## config.mk

```make
export PLATFORM = sky130hd
export DESIGN_NAME = kvls_ctrl
export DESIGN_NICKNAME = d
export VERILOG_FILES = /design/src/rtl/core/kvls_pkg.sv /design/src/rtl/core/kvls_ctrl.sv
export SDC_FILE = /design/constraint.sdc
export NUM_CORES = 1
export LEC_CHECK = 0
export BUFFER_PORTS_ARGS = -buffer_cell sky130_fd_sc_hd__buf_2
export CAP_MARGIN = 10
export CORE_MARGIN = 1
export CORE_UTILIZATION = 35
export DETAILED_ROUTE_END_ITERATION = 8
export GPL_ROUTABILITY_DRIVEN = 0
export PLACE_DENSITY_LB_ADDON = 0.15
export SETUP_SLACK_MARGIN = 0.3
export SYNTH_ARGS = -nofsm -noshare
export SYNTH_HDL_FRONTEND = slang
export SYNTH_SLANG_ARGS = --single-unit
export TNS_END_PERCENT = 10
```

## constraint.sdc

```tcl
create_clock -name clk -period 2 [get_ports clk]
set_input_delay 0.4 -clock clk [delete_from_list [all_inputs] [get_ports clk]]
set_output_delay 0.4 -clock clk [all_outputs]
set_load 0.05 [all_outputs]
```

## src/rtl/core/kvls_pkg.sv

```systemverilog
`default_nettype none
package kvls_pkg;

  localparam int PAGE_ENTRIES = 256;
  localparam int IDX_W = $clog2(PAGE_ENTRIES);
  localparam int PTR_W = IDX_W + 1;
  localparam int ADDR_W = IDX_W + 1;
  localparam int ENTRY_W = 64;

  localparam logic [31:0] ERASED_KEY = 32'hFFFF_FFFF;
  localparam logic [PTR_W-1:0] PTR_FULL = PTR_W'(PAGE_ENTRIES);
  localparam logic [PTR_W-1:0] PTR_LAST = PTR_W'(PAGE_ENTRIES - 1);

  typedef enum logic [1:0] {
    CMD_WRITE = 2'd0,
    CMD_READ  = 2'd1,
    CMD_CLEAR = 2'd2,
    CMD_NONE  = 2'd3
  } cmd_t;

  typedef enum logic [1:0] {
    ST_OK        = 2'd0,
    ST_NOT_FOUND = 2'd1,
    ST_FULL      = 2'd2,
    ST_UNUSED    = 2'd3
  } status_t;

  // commands from controller to datapath
  typedef struct packed {
    logic load_req;
    logic rd_init;
    logic rd_issue;
    logic set_found;
    logic set_notfound;
    logic set_full;
    logic wr_entry;
    logic cp_init;
    logic src_issue;
    logic src_latch;
    logic dst_init;
    logic dst_issue;
    logic dst_write;
    logic cp_finish;
    logic clear;
    logic out_load;
  } kvls_ctl_t;

  // status from datapath to controller
  typedef struct packed {
    cmd_t cmd;
    logic key_erased;
    logic wp_zero;
    logic wp_full;
    logic wp_last;
    logic idx_zero;
    logic rd_match;
    logic ent_erased;
    logic j_eq_cnt;
    logic cnt_full;
    logic dst_match;
    logic out_free;
  } kvls_sts_t;

endpackage
`default_nettype wire

```

## src/rtl/core/kvls_ctrl.sv

```systemverilog
`default_nettype none
module kvls_ctrl (
  input  wire logic                clk,
  input  wire logic                rst_n,
  input  wire logic                in_valid,
  output logic                     in_ready,
  input  wire kvls_pkg::kvls_sts_t sts,
  output kvls_pkg::kvls_ctl_t      ctl
);

  typedef enum logic [3:0] {
    S_IDLE,
    S_DISPATCH,
    S_RD_ISSUE,
    S_RD_CHECK,
    S_CP_SRC_RD,
    S_CP_SRC_CHK,
    S_CP_DST_RD,
    S_CP_DST_CHK,
    S_FIN
  } state_t;

  state_t state_r, state_nxt;

  // decode state into datapath commands
  always_comb begin
    ctl       = '0;
    state_nxt = state_r;
    in_ready  = (state_r == S_IDLE);
    unique case (state_r)
      S_IDLE: begin
        if (in_valid) begin
          ctl.load_req = 1'b1;
          state_nxt    = S_DISPATCH;
        end
      end
      S_DISPATCH: begin
        unique case (sts.cmd)
          kvls_pkg::CMD_WRITE: begin
            if (sts.wp_full) begin
              ctl.set_full = 1'b1;
              state_nxt    = S_FIN;
            end else begin
              ctl.wr_entry = 1'b1;
              if (sts.wp_last) begin
                ctl.cp_init = 1'b1;
                state_nxt   = S_CP_SRC_RD;
              end else begin
                state_nxt = S_FIN;
              end
            end
          end
          kvls_pkg::CMD_READ: begin
            if (sts.key_erased || sts.wp_zero) begin
              ctl.set_notfound = 1'b1;
              state_nxt        = S_FIN;
            end else begin
              ctl.rd_init = 1'b1;
              state_nxt   = S_RD_ISSUE;
            end
          end
          kvls_pkg::CMD_CLEAR: begin
            ctl.clear = 1'b1;
            state_nxt = S_FIN;
          end
          default: state_nxt = S_FIN;
        endcase
      end
      S_RD_ISSUE: begin
        ctl.rd_issue = 1'b1;
        state_nxt    = S_RD_CHECK;
      end
      S_RD_CHECK: begin
        if (sts.rd_match) begin
          ctl.set_found = 1'b1;
          state_nxt     = S_FIN;
        end else if (sts.idx_zero) begin
          ctl.set_notfound = 1'b1;
          state_nxt        = S_FIN;
        end else begin
          state_nxt = S_RD_ISSUE;
        end
      end
      S_CP_SRC_RD: begin
        if (sts.idx_zero) begin
          ctl.cp_finish = 1'b1;
          state_nxt     = S_FIN;
        end else begin
          ctl.src_issue = 1'b1;
          state_nxt     = S_CP_SRC_CHK;
        end
      end
      S_CP_SRC_CHK: begin
        if (sts.ent_erased) begin
          state_nxt = S_CP_SRC_RD;
        end else begin
          ctl.src_latch = 1'b1;
          ctl.dst_init  = 1'b1;
          state_nxt     = S_CP_DST_RD;
        end
      end
      S_CP_DST_RD: begin
        if (sts.j_eq_cnt) begin
          ctl.dst_write = !sts.cnt_full;
          state_nxt     = S_CP_SRC_RD;
        end else begin
          ctl.dst_issue = 1'b1;
          state_nxt     = S_CP_DST_CHK;
        end
      end
      S_CP_DST_CHK: begin
        state_nxt = sts.dst_match ? S_CP_SRC_RD : S_CP_DST_RD;
      end
      S_FIN: begin
        if (sts.out_free) begin
          ctl.out_load = 1'b1;
          state_nxt    = S_IDLE;
        end
      end
      default: state_nxt = S_IDLE;
    endcase
  end

  // hold state
  always_ff @(posedge clk) begin
    if (!rst_n) begin
      state_r <= S_IDLE;
    end else begin
      state_r <= state_nxt;
    end
  end

endmodule
`default_nettype wire

```

-- After elaboration in Yosys (flattened, before gate mapping)
Index checks and enable logic that the tools add are counted.
- equality and inequality tests: 12
- mux-type cells: 43
- reductions and logical operators: 5
- operators with widths (kind ; count):
    case mux 4 bit (9 select lines) ; 1
    2-to-1 mux 4 bit ; 8
    2-to-1 mux 1 bit ; 23
    == test 4 x 3 -> 1 bit, second input constant ; 4
    2-to-1 mux 2 bit ; 7
    == test 4 x 2 -> 1 bit, second input constant ; 2
    case mux 4 bit (2 select lines) ; 1
    2-to-1 mux 3 bit ; 2
    == test 4 x 1 -> 1 bit, second input constant ; 1
    == test 4 bit, second input constant ; 1
    zero test 4 bit ; 1
    != test 2 bit, second input constant ; 2
    == test 2 x 1 -> 1 bit, second input constant ; 1
    == test 2 bit, second input constant ; 1
    zero test 2 bit ; 1
    case mux 1 bit (2 select lines) ; 1
    AND reduction 2 bit ; 1
    zero test 1 bit ; 1
    logical OR 1 bit ; 1
- register bits: 4
- input port bits: 16
- word-level logic and storage cells: 61

-- Logic depth before layout (Yosys ltp)
Gate-level depths: netlist (run 1).
- depth in word-level cells: 4
- gate-level depth with buffers: 4
- depth with buffers taken out: 3

-- Worst setup path after synthesis (run 1)
Ideal clock, no wire load.
- path kind: reg-to-output
- from: reg state_r[1]
- to: out ctl[15] in the netlist's numbering
- arrival: 2681 ps
- required time: 1600 ps
- path slack: -1081 ps
- cell stages (with the launch flop): 4
- buffers on the path: 1
- cell sequence: dfxtp_1 > buf_2 > nor4_1 > and2_1
- RTL lines (item ; RTL line ; source):
    from (decl) ; kvls_ctrl.sv:23 ; state_t state_r, state_nxt;
    from (signal assigned) ; kvls_ctrl.sv:129 ; state_r <= state_nxt;
    to (decl) ; kvls_ctrl.sv:8 ; output kvls_pkg::kvls_ctl_t ctl

==> flow_summary.ini, run 1 <==
[floorplanning]
die_y_um = 38.96
io_pins = 33
row_count = 12
die_w_um = 38.96
die-area_um2 = 1517
fp.coreArea_um2 = 1186
start_util_pct = 40.30

[cells_and_area]
final_net_count = 121
largest_reg_flops = 4
drive_above_1_share_pct = 51.46
layout.cells.non_filler = 117
regMostFlops = state_r
antennaDiodeCount = 0
top_regs = state_r (4)
area.growth.synth_to_final_pct = 62.30

[sta]
max_freq_mhz = 545.0
period_needed_ns = 1.835
drv_slew = 0
finalSetupTns_ns = 0
hold_viol = 0
post-route-period-util_pct = 91.74
slew_headroom_pct = 71.70
grt_setup_unrepaired = true
setup_viol = 0
finalClockSkew_ns = 0.002226
worst_slew_pin_slew_ns = 0.4186

[status]
status = finished clean

[worst_hold_path]
hp-class = input port to flip-flop
min_delay_path_depth = 2
min-delay-start = rst_n
min_to = state_r[3]

[routing]
wl_um = 1398
antenna_left = 0
dr.pass1.iters = 4
route.detailed.drc = 0
drt_iter0_markers = 8
wire_per_inst_um = 11.95
dr_total_vias = 622
vias_per_cell = 5.316

[job]
drv_cap = 0

[placed_design]
dp_cells = 114
io_buffers = 32
dp_hpwl_um = 1126

[synthesis]
synth-seq-area-share_pct = 16.75
synth_cell_type_count = 31
synth.avg_cell_area_um2 = 7.242
synth_top_area_share_pct = 16.75
synthTopCellsByArea = dfxtp_1 (17%), nor2_1 (8.6%), nor3b_1 (7.9%), nor2b_1 (5.2%), nand3b_1 (4.7%)
ys_warn_count = 0
syn_inst = 66
synth_seq_cells = 4
syn_nets = 82
netlist_area_um2 = 478.0
yosysTopAreaCell = dfxtp_1

[clocking]
htreeDepth = 1
cts.path.max_buffers = 2
clock_latency_ns = 0.24
clkTransAtPathRegs_ns = 0.04
cts_inserted_buffers = 3
cts_sinks = 4
root_buffer = clkbuf_4
cts_tree = yes
postCtsSetupRepairBufs = 0

[global_routing]
antenna_found_initial = 0
grt_pass1_wl_um = 2228
grt_pass1_vias = 568
overflow = 0
grt_max_degree = 15
grt_use_total_pct = 21.10

[setup_path]
endpoint_kind = output port
r2r_start = state_r[2]
setup.worst_path.class = flip-flop to output port
r2r_end = state_r[0]
start_kind = flip-flop
cp_max_fo = 8
arrival_ns = 1.43
reg2reg_slack_ns = 0.60
r2r_cells = 4
worstPathRequired_ns = 1.60

[power_and_ir_drop]
peakVddDrop_v = 0.0002178
powerDensity_nw_per_um2 = 447.1
p_leak_uw = 0.0003916
[where the power goes]
| part | internal [µW] | switching, µW | leakage, µW | total (µW) |
|---|---|---|---|---|
| clock network | 67.3 | 35.2 | 0.0000138 | 102 |
| logic | 61.5 | 91.7 | 0.000344 | 153 |
| registers | 85.1 | 6.11 | 0.0000338 | 91.2 |
| total | 214 | 133 | 0.000392 | 347 |
[how the worst max path moves through the flow]
stage	start	end	slack (ns)	cells past startpoint
2_1_floorplan	state_r[2]	ctl[15]	0.1	3
3_3_place_gp	state_r[3]	ctl[11]	0.29	5
3_5_place_dp	sts[12]	ctl[14]	0.21	5
4_1_cts	state_r[3]	ctl[11]	0.17	5
5_1_grt	state_r[1]	ctl[11]	0.11	5
6_report	state_r[3]	ctl[11]	0.17	5
[per-layer routing]
metal | part of all wire (%) | track usage [%] | up-vias
li1 | - | - | 314
met1 | 42 | 22.76 | 286
met4 | 0.72 | 5.172 | 0
met5 | 0 | 0 | -
met2 | 53 | 42.50 | 20
met3 | 3.6 | 1.734 | 2
[critical path, cell delays in order, from the launching register on]
cell and delay, ns:
dfxtp_4 0.36, nor4b_2 0.24, buf_4 0.18, nand3b_1 0.10
o32ai_2 0.12, buf_6 0.20
[synthesized netlist by cell type]
cell	count
nand4bb_1	1
nand2_1	5
and2_1	1
a211oi_2	1
nor4b_2	1
and3b_1	1
nor2_1	11
o31ai_1	1
a31oi_1	1
and3_1	1
dfxtp_1	4
or4_1	1
o21ai_0	1
buf_4	2
buf_2	2
and4b_1	1
nor4_1	3
o221ai_1	1
or3b_1	1
nor4b_1	2
nand3b_1	3
o32ai_1	1
nor3b_1	5
buf_6	1
nand4b_1	1
nor2b_1	4
mux2i_1	1
inv_1	5
o31a_1	1
nand2b_1	1
a21oi_1	1
[logic make-up after synthesis]
family          after synthesis  synth area share (%)
simple gates                 43                 56.55
buf+inv                      10                 11.52
flops                         4                 16.75
compound gates                8                 13.09
mux                           1                 2.094
[metrics by stage]
step | worst slack [ns] | total power, µW | hold WS, ns | utilization [%] | area (µm²)
after floorplan | 0.09930 | 190.6 | 0.5279 | - | 528.0
after global placement | 0.2851 | 235.7 | 0.6058 | 60.87 | 721.9
after detailed placement | 0.2129 | 239.1 | 0.6189 | 60.87 | 721.9
after CTS | 0.1674 | 345.4 | 0.3948 | 64.56 | 765.7
after global routing | 0.1150 | 362.7 | 0.3993 | 65.40 | 775.7
final | 0.1653 | 346.9 | 0.3958 | 65.40 | 775.7
[layout by cell type, fill, tap and decap left out, types with 2 or more instances in the layout]
cell type and count:
nor3b_1 3, buf_4 9, clkbuf_4 4, inv_1 5, nand2_1 5, dfxtp_1 2
buf_6 3, buf_2 26, nor4b_1 2, nor2b_1 4, nor2_1 10, nand3b_1 3
[layout make-up]
type,instances,area (µm²)
Clock buffer,3,22.52
Fill cell,109,410.4
Inverter,5,18.77
Multi-Input combinational cell,52,392.9
Sequential cell,4,85.08
Tap cell,14,17.52
Timing Repair Buffer,39,239.0
[repair_timing]
action | 4_1_cts | 5_1_grt
setup endpoints to repair | 17 | 17
endpoints found under the hold margin | 0 | 0
pin swaps | 1 | 0
hold buffers | 0 | 0
gates resized for setup | 9 | 3
No activity file was read; power rests on OpenSTA's default activity.
==> inputs of run 2 (changes only) <==
==> constraint.sdc (replaced) <==
create_clock -name clk -period 2 [get_ports clk]
set_input_delay 0.3 -clock clk [delete_from_list [all_inputs] [get_ports clk]]
set_output_delay 0.3 -clock clk [all_outputs]
set_load 0.05 [all_outputs]
==> flow_summary.ini, run 2 (same netlist as run 1, synthesis figures left out) <==
[sta]
grt_setup_unrepaired = true
post-route-period-util_pct = 87.20
slew_headroom_pct = 75.17
drv_slew = 0
hold_viol = 0
setup_viol = 0
whs_ns = 0.3127
worst_slew_pin_slew_ns = 0.3672
period_needed_ns = 1.744
max_freq_mhz = 573.4
finalSetupTns_ns = 0
finalClockSkew_ns = 0.0009465

[routing]
top_layer = met3
wl_met2_um = 679
antenna_left = 0
wire_per_inst_um = 11.72
wl_met3_um = 62
drt_iter0_markers = 6
vias_per_cell = 5.267
wl_um = 1360
route.detailed.drc = 0
dr_total_vias = 611
wl_met1_um = 618
dr.pass1.iters = 4

[cells_and_area]
final_common_cell = buf_2
fill_cells = 100
regMostFlops = state_r
area.growth.synth_to_final_pct = 69.37
final_area_um2 = 809.5
antennaDiodeCount = 0
final_net_count = 120
multiInputGateArea_um2 = 419.2
drive_above_1_share_pct = 53.92
largest_reg_flops = 4
ff_latch_area_um2 = 86.33
fin_util_pct = 68.25
layout_common_cells = buf_2 (25), nor2_1 (10), buf_6 (6)
top_regs = state_r (4)

[placed_design]
io_buffers = 32
postPlaceCellArea_um2 = 690.7
dp_hpwl_um = 980.8

[floorplanning]
row_count = 12
fp.coreArea_um2 = 1186
die-area_um2 = 1517
die_y_um = 38.96
die_w_um = 38.96
start_util_pct = 40.30
io_pins = 33

[global_routing]
grt_pass1_vias = 511
overflow = 0
grt_max_degree = 15
grt_pass1_wl_um = 2097
antenna_found_initial = 0
grt_use_total_pct = 20.00

[setup_path]
start_kind = flip-flop
worstPathRequired_ns = 1.70
setup.worst_path.class = flip-flop to output port
arrival_ns = 1.44
cp_max_fo = 5
endpoint_kind = output port

[clocking]
cts_sinks = 4
cts_inserted_buffers = 3
clkTransAtPathRegs_ns = 0.04
clock_latency_ns = 0.24
cts.path.max_buffers = 2
htreeDepth = 1
root_buffer = clkbuf_4
cts_tree = yes

[power_and_ir_drop]
clkPwrFrac_pct = 29.4
peakVddDrop_v = 0.0002737
p_leak_uw = 0.0003856
powerDensity_nw_per_um2 = 433.4
seq_power_share_pct = 25.0
p_sw_uw = 134.8
p_int_uw = 216.1
p_sw_share_pct = 38.41
power_frac_comb_pct = 45.6

[job]
drv_cap = 0

[worst_hold_path]
hp-class = input port to flip-flop

[status]
status = finished clean
## run 2: power groups by stage
| stage | logic (µW) | registers, µW | clock network (µW) |
|---|---|---|---|
| 6_report | 160 | 87.7 | 103 |
| 5_1_grt | 173 | 88.4 | 113 |
| 4_1_cts | 157 | 87.1 | 101 |
| 3_5_place_dp | 143 | 88.8 | 0 |
| 3_3_place_gp | 142 | 88.9 | 0 |
| 2_1_floorplan | 100 | 89.7 | 0 |
## run 2: critical path, stage by stage (launching register included)
cell and delay [ns]:
dfxtp_2 0.33, nor4b_4 0.36, buf_4 0.18, nand2_1 0.06, nor2_2 0.11, buf_6 0.17
## run 2: final timing paths
path | cells past startpoint | slack [ns] | end | start
hold reg to reg | 3 | 0.61 | state_r[1] | state_r[3]
setup / recovery | 5 | 0.26 | ctl[9] | state_r[1]
hold / removal | 2 | 0.31 | state_r[3] | rst_n
setup reg to reg | 4 | 0.64 | state_r[2] | state_r[2]
## run 2: routing by layer
layer	vias up	GRT usage, %
met3	0	5.202
met2	22	33.33
li1	313	-
met4	0	5.172
met5	-	0
met1	276	25.09
## run 2: area by class of cell
class,count,share of cell area (%)
Clock buffer,3,2.782
Tap cell,14,2.164
Sequential cell,4,10.66
Timing Repair Buffer,38,30.29
Inverter,5,2.318
Multi-Input combinational cell,52,51.78
## run 2: timing repair
action | 4_1_cts | 5_1_grt
hold buffers | 0 | 0
resized for setup | 15 | 7
setup buffers | 2 | 0
endpoints found under the setup margin | 14 | 16
pin swaps | 2 | 1
## run 2: per-stage QoR
step / setup slack (ns) / total power (µW) / cells
2_1_floorplan: 0.1958 / 190.1 / 66
3_3_place_gp: 0.2356 / 231.2 / 111
3_5_place_dp: 0.1967 / 231.9 / 111
4_1_cts: 0.2347 / 344.7 / 116
5_1_grt: 0.1488 / 374.6 / 116
6_report: 0.2560 / 350.8 / 116
==> inputs of run 3 (changes only) <==
Settings changed: ABC_AREA set to 1, SKIP_LAST_GASP set to 1.
==> flow_summary.ini, run 3 <==
[synthesis]
synthTopCellsByCount = inv_1 (23), nand2_1 (18), nor2_1 (18)
synth-seq-area-share_pct = 16.16
synth.avg_cell_area_um2 = 5.328
ys.flop_type = dfxtp_1
synth_edf_count = 0
synth_cell_type_count = 17
syn_nets = 109
synth_top_area_share_pct = 17.42
yosysTopAreaCell = inv_1
synth_seq_cells = 4
async_flop_share_pct = 0
netlist_area_um2 = 495.5
ys_warn_count = 0
syn_inst = 93
synthTopCellsByArea = inv_1 (17%), dfxtp_1 (16%), nand2_1 (14%), nor2_1 (14%), nand3_1 (12%)
yosysMostFrequentCell = inv_1

[setup_path]
cpMaxStageDelayCell = dfxtp_2
cp_max_fo = 5
setup.worst_path.class = flip-flop to output port
arrival_ns = 1.33
endpoint_kind = output port
reg2reg_slack_ns = 0.92
start_kind = flip-flop
cpLargestDelayFamily = buffers and inverters
path_buf_inv = 3
cpPeakStageDelay_ns = 0.34
crit_path_cell_trace = inv_4, nand2_2, nor2_4, inv_2, nor4_2, buf_4
worstPathRequired_ns = 1.70

[clocking]
htreeDepth = 1
root_buffer = clkbuf_4
cts_sinks = 4
cts.path.max_buffers = 2
clkTransAtPathRegs_ns = 0.03
clock_latency_ns = 0.23
cts_tree = yes
postCtsHoldBufs = 0
cts_inserted_buffers = 3

[power_and_ir_drop]
powerDensity_nw_per_um2 = 524.3
total_power_uw = 381.8
p_leak_uw = 0.0004801
peakVddDrop_v = 0.0003643

[global_routing]
antenna_found_initial = 0
grt_pass1_wl_um = 1635
grt_use_total_pct = 15.90
grt_max_degree = 7
grt_pass1_vias = 444
overflow = 0

[sta]
hold_viol = 0
max_freq_mhz = 613.6
post-route-period-util_pct = 81.49
drv_slew = 0
grt_setup_unrepaired = false
finalSetupTns_ns = 0
worst_slew_pin_slew_ns = 0.2414
setup_viol = 0
slew_headroom_pct = 83.85
period_needed_ns = 1.630
finalClockSkew_ns = 0.00007834

[routing]
drt_iter0_markers = 7
dr.pass1.iters = 4
vias_per_cell = 4.455
route.detailed.drc = 0
antenna_left = 0
wl_um = 1221
dr_total_vias = 637
wire_per_inst_um = 8.538

[floorplanning]
die-area_um2 = 1570
row_count = 13
die_y_um = 39.63
io_pins = 33
die_w_um = 39.63
fp.coreArea_um2 = 1301
start_util_pct = 38.08

[cells_and_area]
ff_latch_area_um2 = 86.33
layout_common_cells = buf_2 (28), inv_1 (21), nor2_1 (18)
antennaDiodeCount = 0
final_common_cell = buf_2
multiInputGateArea_um2 = 322.8
area.growth.synth_to_final_pct = 46.97
drive_above_1_share_pct = 43.75
fill_cells = 145
final_net_count = 146
top_regs = state_r (4)
largest_reg_flops = 4
regMostFlops = state_r

[placed_design]
io_buffers = 32
dp_hpwl_um = 1052

[job]
drv_cap = 0

[status]
status = finished clean

[worst_hold_path]
hp-class = input port to flip-flop
[run 3: repair_timing]
item,in CTS,in global routing
setup buffers,0,1
pin swaps,0,1
endpoints found under the setup margin,5,9
resized for setup,3,10
[run 3: final timing paths]
path,start,endpoint,cells past startpoint
worst min-delay path,rst_n,state_r[3],3
worst max-delay path,state_r[2],ctl[9],6
worst max register to register,state_r[2],state_r[3],8
worst min register to register,state_r[3],state_r[2],3
[run 3: tightest hold or removal path: cells and delay by family]
family / cells / cell delay [ns]
buffers and inverters: 2 / 0.13
AND/OR/NAND/NOR: 1 / 0.04
[run 3: cell families (layout without fill, tap and decap cells)]
group                  Yosys count  in the layout  synth area share, %
DFF                              4              4                16.16
buffers and inverters           27             62                21.21
and+or+nand+nor                 60             60                60.10
AOI/OAI and AO/OA                2              2                2.525
[run 3: power by group]
group / switching (µW) / total (µW) / internal, µW / leakage, µW
Clock: 29.7 / 96.6 / 66.9 / 0.0000138
Sequential: 12.2 / 101 / 88.7 / 0.0000341
Combinational: 126 / 184 / 58.0 / 0.000432
[run 3: cell type report]
type | count | area share [%]
Clock buffer | 3 | 3.093
Inverter | 26 | 13.75
Multi-Input combinational cell | 62 | 44.33
Sequential cell | 4 | 11.86
Tap cell | 15 | 2.577
Timing Repair Buffer | 33 | 24.40
[run 3: per-stage QoR]
stage / util [%] / instances / setup slack [ns] / instance area, µm² / hold slack (ns)
after CTS: 53.94 / 142 / 0.2647 / 701.9 / 0.2584
final: 55.96 / 143 / 0.3702 / 728.2 / 0.2654
after detailed placement: 51.63 / 139 / 0.4654 / 671.9 / 0.5038
after floorplan: - / 93 / 0.08785 / 500.5 / 0.3976
after global placement: 51.63 / 139 / 0.5049 / 671.9 / 0.4953
after global routing: 55.96 / 143 / 0.3032 / 728.2 / 0.2708
[run 3: metal layers]
metal	track usage (%)	wire length (µm)
met1	18.43	528
met2	25.82	629
met3	3.409	63
met4	10.34	0
met5	0	0
